## config.mk

```make
export PLATFORM = sky130hd
export DESIGN_NAME = dtl_queue
export DESIGN_NICKNAME = d
export VERILOG_FILES = /design/src/hdl/dtl_pkg.sv /design/src/hdl/dtl_queue.sv
export SDC_FILE = /design/constraint.sdc
export NUM_CORES = 1
export LEC_CHECK = 0
export BUFFER_PORTS_ARGS = -buffer_cell sky130_fd_sc_hd__buf_2
export CORE_MARGIN = 5
export CORE_UTILIZATION = 30
export DETAILED_ROUTE_END_ITERATION = 7
export PLACE_DENSITY = 0.52
export SLEW_MARGIN = 25
export SYNTH_ARGS = -nofsm -noshare
export SYNTH_HDL_FRONTEND = slang
export SYNTH_SLANG_ARGS = --single-unit
```

## constraint.sdc

```tcl
create_clock -name aclk -period 3.6 [get_ports aclk]
set_input_delay 0.72 -clock aclk [delete_from_list [all_inputs] [get_ports aclk]]
set_output_delay 0.72 -clock aclk [all_outputs]
set_load 0.05 [all_outputs]
```

## src/hdl/dtl_pkg.sv

```systemverilog
// shared types and codes for the double-array trie lookup
package dtl_pkg;

    // operation codes on the input channel
    localparam logic [1:0] OP_WRITE  = 2'd0;
    localparam logic [1:0] OP_SYMBOL = 2'd1;
    localparam logic [1:0] OP_END    = 2'd2;

    localparam int BASE_W   = 17;
    localparam int CHECK_W  = 16;
    localparam int INDEX_W  = 16;
    localparam int SYMBOL_W = 8;
    localparam int KEY_W    = 16;
    localparam int ENTRY_W  = BASE_W + CHECK_W;

    typedef enum logic [1:0] {
        KIND_WRITE,
        KIND_SYMBOL,
        KIND_END
    } item_kind_t;

    typedef struct packed {
        item_kind_t            kind;
        logic [INDEX_W-1:0]    entry_index;
        logic [BASE_W-1:0]     base_word;
        logic [CHECK_W-1:0]    check_word;
        logic [SYMBOL_W-1:0]   symbol;
        logic                  symbol_ok;
    } queue_item_t;

    typedef struct packed {
        logic clearing;
    } back_status_t;

    typedef enum logic [1:0] {
        ST_CLEAR,
        ST_RUN,
        ST_SYM,
        ST_END
    } back_state_t;

endpackage

```

## src/hdl/dtl_queue.sv

```systemverilog
// short fifo of classified items between front and back
module dtl_queue #(
    parameter int DEPTH = 4
) (
    input  logic                  aclk,
    input  logic                  aresetn,
    input  logic                  push,
    input  dtl_pkg::queue_item_t  push_item,
    output logic                  push_ready,
    output logic                  pop_valid,
    output dtl_pkg::queue_item_t  pop_item,
    input  logic                  pop
);
    import dtl_pkg::*;

    localparam int PW = (DEPTH > 1) ? $clog2(DEPTH) : 1;
    localparam int CW = $clog2(DEPTH + 1);

    queue_item_t   slot_reg [DEPTH];
    logic [PW-1:0] wr_ptr_reg, wr_ptr_next;
    logic [PW-1:0] rd_ptr_reg, rd_ptr_next;
    logic [CW-1:0] count_reg, count_next;
    logic          do_push, do_pop;

    assign push_ready = count_reg != CW'(DEPTH);
    assign pop_valid  = count_reg != '0;
    assign pop_item   = slot_reg[rd_ptr_reg];
    assign do_push    = push && push_ready;
    assign do_pop     = pop && pop_valid;

    always_comb begin
        wr_ptr_next = wr_ptr_reg;
        rd_ptr_next = rd_ptr_reg;
        count_next  = count_reg;
        if (do_push) begin
            wr_ptr_next = (wr_ptr_reg == PW'(DEPTH - 1)) ? '0 : wr_ptr_reg + 1'b1;
        end
        if (do_pop) begin
            rd_ptr_next = (rd_ptr_reg == PW'(DEPTH - 1)) ? '0 : rd_ptr_reg + 1'b1;
        end
        if (do_push && !do_pop) begin
            count_next = count_reg + 1'b1;
        end else if (do_pop && !do_push) begin
            count_next = count_reg - 1'b1;
        end
    end

    always_ff @(posedge aclk) begin
        if (!aresetn) begin
            wr_ptr_reg <= '0;
            rd_ptr_reg <= '0;
            count_reg  <= '0;
        end else begin
            wr_ptr_reg <= wr_ptr_next;
            rd_ptr_reg <= rd_ptr_next;
            count_reg  <= count_next;
        end
    end

    always_ff @(posedge aclk) begin
        if (do_push) begin
            slot_reg[wr_ptr_reg] <= push_item;
        end
    end

endmodule

```

; After elaboration in Yosys (flattened, before gate mapping)
; Memories as Yosys holds them, arrays and structs flattened. A register that Yosys moved wholly into a read port is not among the register bits.
; Cells that the tools add are included.
[totals]
register_bits = 7
ram_bits = 240
in_bits = 64
output_inout_bits = 62
wordCells = 27
mem_count = 1
[mem_list]
columns = name, words, width, rd, rd_ports_with_merged_regs, wr, line
row1 = slot_reg, 4, 60, 1, 1, 1, dtl_queue.sv:19  ; queue_item_t slot_reg [DEPTH];
[op_classes]
add_sub_neg = 4
n_eq_ne = 3
n_mux = 8
reduce_logical = 8
[op_table]
columns = op, count
row1 = two-way mux 2 bit, 4
row2 = two-way mux 3 bit, 2
row3 = "adder 2 x 1 -> 2 bit, second input constant", 2
row4 = "equality test 2 bit, second input constant", 2
row5 = logical AND 1 bit, 4
row6 = "adder 3 x 1 -> 3 bit, second input constant", 1
row7 = "!= test 3 bit, second input constant", 1
row8 = nonzero test 3 bit, 1
row9 = "subtractor 3 x 1 -> 3 bit, second input constant", 1
row10 = zero test 1 bit, 2
row11 = two-way mux 1 bit, 2
row12 = nonzero test 2 bit, 1

; Depth between registers and ports, before layout
; Gate-level depths: netlist (run 1).
[depth]
ltp_word = 6
mapped_depth = 9
mapped_depth_nobuf = 8

; Worst setup path before layout (run 1)
; Ideal clock, no wire load.
[synth_timing]
path_type = input to register
start = in pop
end = reg count_reg[2]
setup_time_ps = 76
arrival_time_ps = 2203
required_time_ps = 3524
setup_slack_ps = 1321
stages = 7
n_path_buf = 0
path_cell_list = o31ai_1 -> ha_1 -> inv_1 -> fa_1 -> xor2_1 -> or3_2 -> a21boi_0
[synth_between]
elab_chain_len = 4
elab_cells_between_ends = 6
cone_classes = 1 x mux / 5 x reduce/logical
[synth_rtl]
columns = item, line
row1 = from (decl), dtl_queue.sv:12  ; input logic pop
row2 = logical AND 1 bit (*), dtl_queue.sv:29  ; assign do_pop = pop && pop_valid;
row3 = zero test 1 bit, dtl_queue.sv:41  ; if (do_push && !do_pop) begin
row4 = logical AND 1 bit, dtl_queue.sv:41
row5 = two-way mux 3 bit / nonzero test 2 bit (equally long branches), n/a
row6 = to (signal assigned), dtl_queue.sv:56  ; count_reg <= count_next;
row7 = to (decl), dtl_queue.sv:22  ; logic [CW-1:0] count_reg, count_next;
; Mark *: on every way between the ends. The rest lies on a longest branch, timed or not.
; A chain may end at the register's enable or synchronous reset.

==> impl_results.md, run 1 <==
- Placed insts: just under 900
- Worst path slowest cell: mux4_2
- WL met2: between 8000 and 9000 um
- Setup bufs post-CTS: 0
- Cell leakage power: 3.67 nW
- Setup TNS: 0 ps
- Crit-path max FO: 25
- Layout area overhead: 21.7%
- Worst hold margin: approximately 410 ps
- Distinct cells, synth: 27
- Min-delay src: push_item[27]
- Complex-gate fraction of the synthesized area: less than 1%
- Reg-to-reg endpoint: count_reg[2]$_SDFFE_PN0P_
- Drt wl/cell: 18.6 um
- Register Area: around 7400 sq um
- Post-route ant nets: 0
- Starting Density: 30.5%
- Largest net degree at the start of global routing: 61
- Hold buffers post-CTS: 0
- Critical path startpoint category: flop
- Vias/cell: 4.49
- Setup-failing EPs final: 0
- Worst hold path depth: 1
- I/O pins: ~130
- Flops & latches, synth: 249
- WS Path Type: flop to primary output
- Flop-to-flop setup slack: around 1200 ps
- DR top layer: met5
- CTS buffer count: 28
- Total GRT Usage: roughly 10%
- Root buffer cell: clkbuf_16
- Slew headroom: roughly a third
- Met1 wire length: a little under 7000 um
- Post-Route Skew: ~17 ps
- CTS resizes: 0
- Share of the synthesized area in the top cell type: 79.0%
- CTS tree: yes
- Routability Congestion: between 0.6 and 0.7
- H-tree Lvls: 1
- Ys Warns: 0
- Final Max Tran Viols: 0
- Tightest Pin Transition: ~1000 ps
- Synth Area in XOR/XNOR: 0.192%
- Number of global-route vias before repair: roughly 4.6k
- Nets: approximately 580
- Max reg flops: 240
- Power after layout: around 0.009 W
- CP Capture Type: primary output
- Tmin final: ~2900 ps
- DP HPWL: 9920 um
- Die Y-Extent: ~180 um
- RSZ-0062 raised after global routing: no
- First-pass GRT wire length: between 20000 and 30000 um
- Full die area: 34000 sq um
- Fillers: about 2.7k
- CP Cell Sequence: buf_4 -> mux4_2 -> buf_2
- Post-synthesis sequential area ratio: between 80% and 90%
- Mux cell area share after synthesis: 15.0%
- Worst-Skew Late Latency: 520 ps
- Diodes inserted: 0
- Met3 routed wirelength: 1050 um
- DR iter-0 viols: about 180
- Synth area leader: edfxtp_1
- # Max-Cap Violations: 0
- Power per Cell Area: a little under 800 nW/um^2
- Hold Vio Cnt, Final: 0
- Mapped Area: a little over 9000 sq um
- RR Startpoint: count_reg[0]$_SDFFE_PN0P_
- Clk buf depth: 3
- DRT Wirelength: about 17000 um
- DRC viols: 0
- Post-synthesis adder-cell area fraction: under 10%
- Final global-route overflow total: 0
- Via count: ~4k
- Hold Path Sink: slot_reg[0][27]$_DFFE_PP_
- Register-to-Register Path Depth: 7
- Max incr delay on CP: 590 ps
- Critical Path RT: roughly 2900 ps
- 1st-pass router iterations: 4
- Status: finished, final reports clean
- Crit path DAT: 2210 ps
- Mapped Cells: about 370
- Syn Nets: between 400 and 500
- Post-Layout Cell Count: roughly 920
- Initial antenna violation count: 2
- Largest family of logic cells by synthesized area: multiplexers
- PortBufs: between 100 and 150
- Final period util: 81.5%
- Maximum VDD drop: about 0.48 mV
- FP Rows: 63
- Multi-input combinational cell area: around 1700 sq um
- Layout cells sized above 1: 44.4%
- Core area: between 20000 and 30000 sq um
- Worst-path clk slew: around 60 ps
- Max Freq: 341 MHz
- Hold Path Class: primary input to flop
- Clock sinks: about 250
- Synth Area in Simple Gates: approximately 1.3%
- Mean Syn Cell Area: around 25 sq um
- Die W: roughly 180 um
- Synth area leaders: edfxtp_1, mux4_2, dfxtp_1
[cell type report]
type	instances	share of cell area (%)
clock inverters	15	1.12
well taps	390	4.39
inverters	3	0.101
clock buffers	34	6.70
repair buffers	129	6.24
flip-flops and latches	249	66.6
multi-input cells	97	14.9
[per-stage QoR]
step                      area, sq um  util, %  setup WS [ps]
after floorplan                  9130        -           1320
after global placement          10200     34.2           1150
after detailed placement        10200     34.2           1050
after CTS                       11100     37.1            567
after global routing            11100     37.2            507
final                           11100     37.2            667
[layout by cell type, fill, tap and decap left out, types with 2 or more instances in the layout]
master and n:
buf_2 125, clkbuf_16 29, clkinv_1 8, buf_12 3
o21ai_0 3, clkbuf_1 5, clkinvlp_4 2, dfxtp_4 2
inv_1 3, and3_4 4, bufinv_16 2, nor2_1 2
or3_2 2, mux2i_1 2, nand2_1 5, mux4_2 60
nand3_1 2, clkinv_2 2, ha_1 6, dfxtp_1 7
edfxtp_1 240
[power by group]
part,leakage [nW],switching (W),internal (W)
Combinational,0.975,0.00172,0.000769
Clock,0.416,0.00105,0.00160
Sequential,2.27,0.000109,0.00352
[cells in the mapped netlist (all sizes together)]
cell type and n:
a21boi 1, and2 2, and3 4, buf 8
clkbuf 8, dfxtp 9, edfxtp 240, fa 1
ha 6, inv 3, mux2i 2, mux4 60
nand2 5, nand3 2, nand4 1, nor2 2
nor2b 1, o21ai 4, o31ai 1, or3 2
or3b 1, xnor2 1, xor2 1
[worst max-delay path, delay by kind of cell, from the launching register on]
family,cells,cell delay [ps]
buffers and inverters,2,680
muxes,1,590
DFF,1,380
[layer usage]
| layer | GRT usage (%) | up-vias |
|---|---|---|
| met3 | 2.62 | 31 |
| met2 | 17.1 | 99 |
| met5 | 0 | - |
| met1 | 12.6 | 2142 |
| li1 | - | 1837 |
| met4 | 2.93 | 4 |
[worst max path at each step]
stage          from                        end  slack (ps)  cells past startpoint
3_5_place_dp    pop  count_reg[2]$_SDFFE_PN0P_        1050                      8
5_1_grt        flop               pop_item[30]         510                      3
4_1_cts        flop               pop_item[30]         570                      3
2_1_floorplan   pop  count_reg[2]$_SDFFE_PN0P_        1320                      7
6_report       flop               pop_item[30]         670                      3
3_3_place_gp   flop               pop_item[30]        1150                      3
[kinds of logic (layout without fill, tap and decap cells)]
logic type,count (synthesis),count (layout)
DFF,249,249
muxes,62,62
and+or+nand+nor,20,20
buffers and inverters,19,181
adders and majority gates,7,7
AOI/OAI and AO/OA,6,6
xor gates and xnor gates,2,2
(Power assumes the default switching activity.)
==> run 2: changes to the inputs <==
Clock period 3.6 ns to 2.7 ns, I/O delays scaled along.
==> run 2 against run 1 <==
Compared with the run above: final cell count increased by 1.1%; count of clock-buffer cells in the layout increased by 3; design area grew 1.1%; critical path depth stayed put; utilization increased by 0.39 points; first-iteration DRC count decreased by 23%; die area is the same; non-clock buffer count up 7; global-route usage increased by 0.37 points; critical endpoint is now pop_item[42]; largest cell class unchanged; largest power group unchanged; highest routed layer unchanged.
==> impl_results.md, run 2 (synthesized netlist as in run 1, its figures left out) <==
- Status: finished, final reports clean
- Placed cell areas: 10300 sq um (+0.95%)
- Slew headroom: 64.0% (+30 points)
- I/O pins: 126 (unchanged)
- Maximum VDD drop: 0.684 mV (+43%)
- Clock sinks: 249 (unchanged)
- Routability Congestion: 0.679 (+0.62%)
- Flop-to-flop setup slack: 290 ps (-880 ps)
- Layout area overhead: 23.0%
- Final Max Tran Viols: 0 (unchanged)
- Starting Density: 30.5% (unchanged)
- Post-Route Skew: 20.1 ps (+3.07 ps)
- Die W: 184 um (unchanged)
- FP Rows: 63 (unchanged)
- Max reg flops: 240 (unchanged)
- # Max-Cap Violations: 0 (unchanged)
- Cell leakage power: 3.74 nW (+2.0%)
- Commonest non-fill, non-tap cell in the layout: edfxtp_1
- Setup-failing EPs final: 0 (unchanged)
- Hold buffers post-CTS: 0 (unchanged)
- Die Y-Extent: 184 um (unchanged)
- Drt wl/cell: 19.2 um (+3.2%)
- 1st-pass router iterations: 4 (unchanged)
- Tightest Pin Transition: 540 ps (-451 ps)
- Reg-to-reg endpoint: count_reg[2]$_SDFFE_PN0P_
- Worst-Skew Late Latency: 530 ps (about the same)
- CP Capture Type: primary output
- Number of global-route vias before repair: 4662 (+0.47%)
- Initial antenna violation count: 3 (+1)
- Vias/cell: 4.47 (-0.33%)
- Total GRT Usage: 10.4% (+0.37 points)
- Final global-route overflow total: 0 (unchanged)
- Power per Cell Area: 1060 nW/um^2 (+34%)
- Diodes inserted: 0 (unchanged)
- CTS buffer count: 28 (unchanged)
- Clk buf depth: 3 (unchanged)
- Nets: 586 (+1.2%)
- Worst-path clk slew: 60 ps (about the same)
- Core area: 29900 sq um (unchanged)
- Fin area: 11200 sq um (+1.1%)
- Final period util: 93.1%
- Largest net degree at the start of global routing: 61 (unchanged)
- Hold Path Sink: slot_reg[2][16]$_DFFE_PP_
- DRC viols: 0 (unchanged)
- Layout cells sized above 1: 46.0% (+1.6 points)
- Setup bufs post-CTS: 0 (unchanged)
- Root buffer cell: clkbuf_16
- CTS resizes: 0 (unchanged)
- Full die area: 34000 sq um (unchanged)
- Post-route ant nets: 0 (unchanged)
- H-tree Lvls: 1 (unchanged)
- Critical Path RT: 2160 ps (-720 ps)
- Via count: 4144 (+0.75%)
- RR Startpoint: count_reg[0]$_SDFFE_PN0P_
- CTS tree: yes
- RSZ-0062 raised after global routing: no
- Critical path startpoint category: flop
- Crit path DAT: 1970 ps (-240 ps)
- WS Path Type: flop to primary output
- Hold Vio Cnt, Final: 0 (unchanged)
- Worst hold path depth: 1 (unchanged)
- DRT Wirelength: 17800 um (+4.3%)
- DP HPWL: 10600 um (+6.4%)
- Setup TNS: 0 ps (unchanged)
- First-pass GRT wire length: 27300 um (+3.2%)
- Max Freq: around 400 MHz
- Hold Path Class: primary input to flop
- Most frequent cells in the layout: edfxtp_1, buf_2, mux4_2
- PortBufs: 125 (unchanged)
- Tmin final: roughly 2500 ps
- Register-to-Register Path Depth: 8 (+1)
- Crit-path max FO: 30 (+20%)
- DR iter-0 viols: 137 (-23%)
- Min-delay src: push_item[16]
==> run 2: how the worst max path moves through the flow <==
stage / slack (ps) / cells past startpoint / from / endpoint
2_1_floorplan: 470 / 9 / count_reg[0]$_SDFFE_PN0P_ / count_reg[2]$_SDFFE_PN0P_
3_3_place_gp: 460 / 8 / push / count_reg[2]$_SDFFE_PN0P_
3_5_place_dp: 320 / 8 / count_reg[0]$_SDFFE_PN0P_ / count_reg[2]$_SDFFE_PN0P_
4_1_cts: 120 / 3 / flop / pop_item[46]
5_1_grt: 80 / 3 / flop / pop_item[40]
6_report: 190 / 3 / flop / pop_item[42]
==> run 2: critical path, cell delays in order (launching register included) <==
cell and delay [ps]:
dfxtp_4 370, buf_12 250, mux4_2 570, buf_2 230
==> run 2: area by class of cell <==
class	count	area (sq um)
repair buffers	136	771
clock inverters	15	133
multi-input cells	97	1650
clock buffers	37	776
flip-flops and latches	249	7390
inverters	3	11.3
well taps	390	488
fillers	2755	18700
==> run 2: per-layer routing <==
layer  GRT usage, %  vias to the layer above  wire (um)
met5              0                        -         27
met4           2.72                        4        451
met3           2.88                       31       1140
met2           17.7                      107       8930
met1           13.2                     2145       7250
li1               -                     1857          -
==> run 2: where the power goes <==
| group | leakage, nW | total (W) | switching (W) | internal, W |
|---|---|---|---|---|
| clock network | 0.447 | 0.00365 | 0.00144 | 0.00221 |
| logic | 1.02 | 0.00342 | 0.00235 | 0.00107 |
| registers | 2.27 | 0.00480 | 0.000113 | 0.00469 |
| total | 3.74 | 0.0119 | 0.00391 | 0.00796 |
==> run 2: through the flow <==
step	hold slack (ps)	total power [W]	setup slack, ps	std cells	utilization, %
finish	222	0.0119	186	927	37.6
global route	204	0.0124	78.3	927	37.6
CTS	191	0.0121	122	927	37.6
detailed placement	494	0.00840	322	875	34.5
global placement	489	0.00835	460	875	34.5
floorplan	468	0.00751	469	365	-
==> run 3: changes to the inputs <==
Settings changed: PLACE_DENSITY 0.52 to not set.
==> run 3 against run 2 <==
Compared with the run above: total power is 3.0% lower; largest power group unchanged; die area unchanged; critical path depth did not move; sequential cell count did not move; wire length shrank 0.58%; combinational power about the same; register-to-register slack lost 40 ps; critical endpoint is now pop_item[27].
==> impl_results.md, run 3 (synthesized netlist as in run 1, its figures left out) <==
- Worst-Skew Late Latency: 520 ps (about the same)
- Setup-failing EPs final: 0 (unchanged)
- Hold Vio Cnt, Final: 0 (unchanged)
- Slew headroom: 65.0% (+0.99 points)
- Max Freq: 391 MHz (-1.7%)
- Total GRT Usage: 10.3% (-0.051 points)
- Die W: 184 um (unchanged)
- Critical path startpoint category: flop
- H-tree Lvls: 1 (unchanged)
- Diodes inserted: 0 (unchanged)
- Core area: 29900 sq um (unchanged)
- Most frequent cells in the layout: edfxtp_1, buf_2, mux4_2
- DRT Wirelength: 17700 um (-0.58%)
- Worst path slowest cell: mux4_2
- Placed cell areas: 10400 sq um (+0.44%)
- Power per Cell Area: 1030 nW/um^2 (-2.4%)
- CTS tree: yes
- CP Capture Type: primary output
- Hold Path Class: primary input to flop
- Clock sinks: 249 (unchanged)
- Number of global-route vias before repair: 4719 (+1.2%)
- Maximum VDD drop: 0.827 mV (+21%)
- Drt wl/cell: 19.2 um (-0.15%)
- Nets: 586 (unchanged)
- Setup TNS: 0 ps (unchanged)
- Final period util: 94.8% (+1.7 points)
- Final global-route overflow total: 0 (unchanged)
- Power after layout: 0.0115 W (-3.0%)
- Die Y-Extent: 184 um (unchanged)
- Crit path DAT: 2020 ps (+50 ps)
- FP Rows: 63 (unchanged)
- First-pass GRT wire length: 27300 um (-0.20%)
- Vias/cell: 4.56 (+2.0%)
- Worst-path clk slew: 60 ps (about the same)
- CTS buffer count: 27 (-3.6%)
- Cell leakage power: 3.70 nW (-1.1%)
- Starting Density: 30.5% (unchanged)
- Commonest non-fill, non-tap cell in the layout: edfxtp_1
- CP Cell Sequence: buf_12 -> mux4_2 -> buf_2
- PortBufs: 125 (unchanged)
- Max incr delay on CP: 570 ps (about the same)
- DP HPWL: 11000 um (+4.2%)
- Worst hold margin: 230 ps (+8.01 ps)
- I/O pins: 126 (unchanged)
- Tightest Pin Transition: 521 ps (-19.3 ps)
- Routability Congestion: 0.740 (+9.0%)
- # Max-Cap Violations: 0 (unchanged)
- Post-route ant nets: 0 (unchanged)
- DRC viols: 0 (unchanged)
- Status: finished, final reports clean
- Via count: 4209 (+1.6%)
- Critical Path RT: 2160 ps (about the same)
- Buf+Inv Stages, Crit Path: 2 (unchanged)
- Setup bufs post-CTS: 0 (unchanged)
- Max reg flops: 240 (unchanged)
- Fillers: 2719 (-1.3%)
- Final Max Tran Viols: 0 (unchanged)
- Family with the most delay on the worst path: multiplexers
- WS Path Type: flop to primary output
- RSZ-0062 raised after global routing: no
- Clk buf depth: 3 (unchanged)
- Post-Route Skew: 7.30 ps (-12.8 ps)
- Root buffer cell: clkbuf_16
- 1st-pass router iterations: 6 (+2)
- Layout cells sized above 1: 45.4% (-0.59 points)
- Full die area: 34000 sq um (unchanged)
- Tmin final: 2560 ps (+44.8 ps)
- Hold buffers post-CTS: 0 (unchanged)
- CTS resizes: 0 (unchanged)
- Crit-path max FO: 35 (+17%)
- Layout area overhead: 22.3%
- DR iter-0 viols: 178 (+30%)
- Initial antenna violation count: 1 (-2)
- Fin area: 11200 sq um (-0.59%)
- Largest net degree at the start of global routing: 61 (unchanged)
-- run 3: cell count changes in the layout (fill, tap and decap cells not counted), moves of 2 or more --
cell       delta
buf_4         -2
clkbuf_16     -2
inv_6         +2
clkbuf_1      -3
clkinv_1      +4
buf_12        +3
clkbuf_8      -2
-- run 3: metrics by stage --
step / utilization [%] / worst slack [ps] / instances
floorplan: - / 469 / 365
global placement: 34.7 / 394 / 876
detailed placement: 34.7 / 269 / 876
CTS: 37.3 / 74.1 / 923
global route: 37.3 / 52.4 / 923
finish: 37.3 / 142 / 923
-- run 3: final timing paths --
check	startpoint	end	slack [ps]	cells after the start
hold / removal	push_item[25]	slot_reg[0][25]$_DFFE_PP_	230	1
setup reg to reg	count_reg[0]$_SDFFE_PN0P_	count_reg[2]$_SDFFE_PN0P_	250	7
setup / recovery	flop	pop_item[27]	140	3
hold reg to reg	wr_ptr_reg[1]$_SDFFE_PN0P_	wr_ptr_reg[1]$_SDFFE_PN0P_	520	2
-- run 3: layer usage --
layer	vias up	global-route usage (%)	routed length, um
met1	2223	12.6	7020
li1	1857	-	-
met5	-	0	11
met3	28	2.61	1040
met2	99	18.4	9310
met4	2	2.60	303
-- run 3: power breakdown --
part | switching (W) | internal, W | total, W | leakage [nW]
logic | 0.00233 | 0.00107 | 0.00340 | 1.03
clock network | 0.00138 | 0.00191 | 0.00329 | 0.392
registers | 0.000137 | 0.00469 | 0.00483 | 2.27
total | 0.00385 | 0.00767 | 0.0115 | 3.70
-- run 3: final cells by class --
type | count | area [sq um] | area share [%]
multi-input cells | 97 | 1650 | 14.8
repair buffers | 137 | 816 | 7.31
well taps | 390 | 488 | 4.37
flip-flops and latches | 249 | 7390 | 66.3
clock buffers | 30 | 687 | 6.16
inverters | 3 | 11.3 | 0.101
clock inverters | 17 | 110 | 0.987
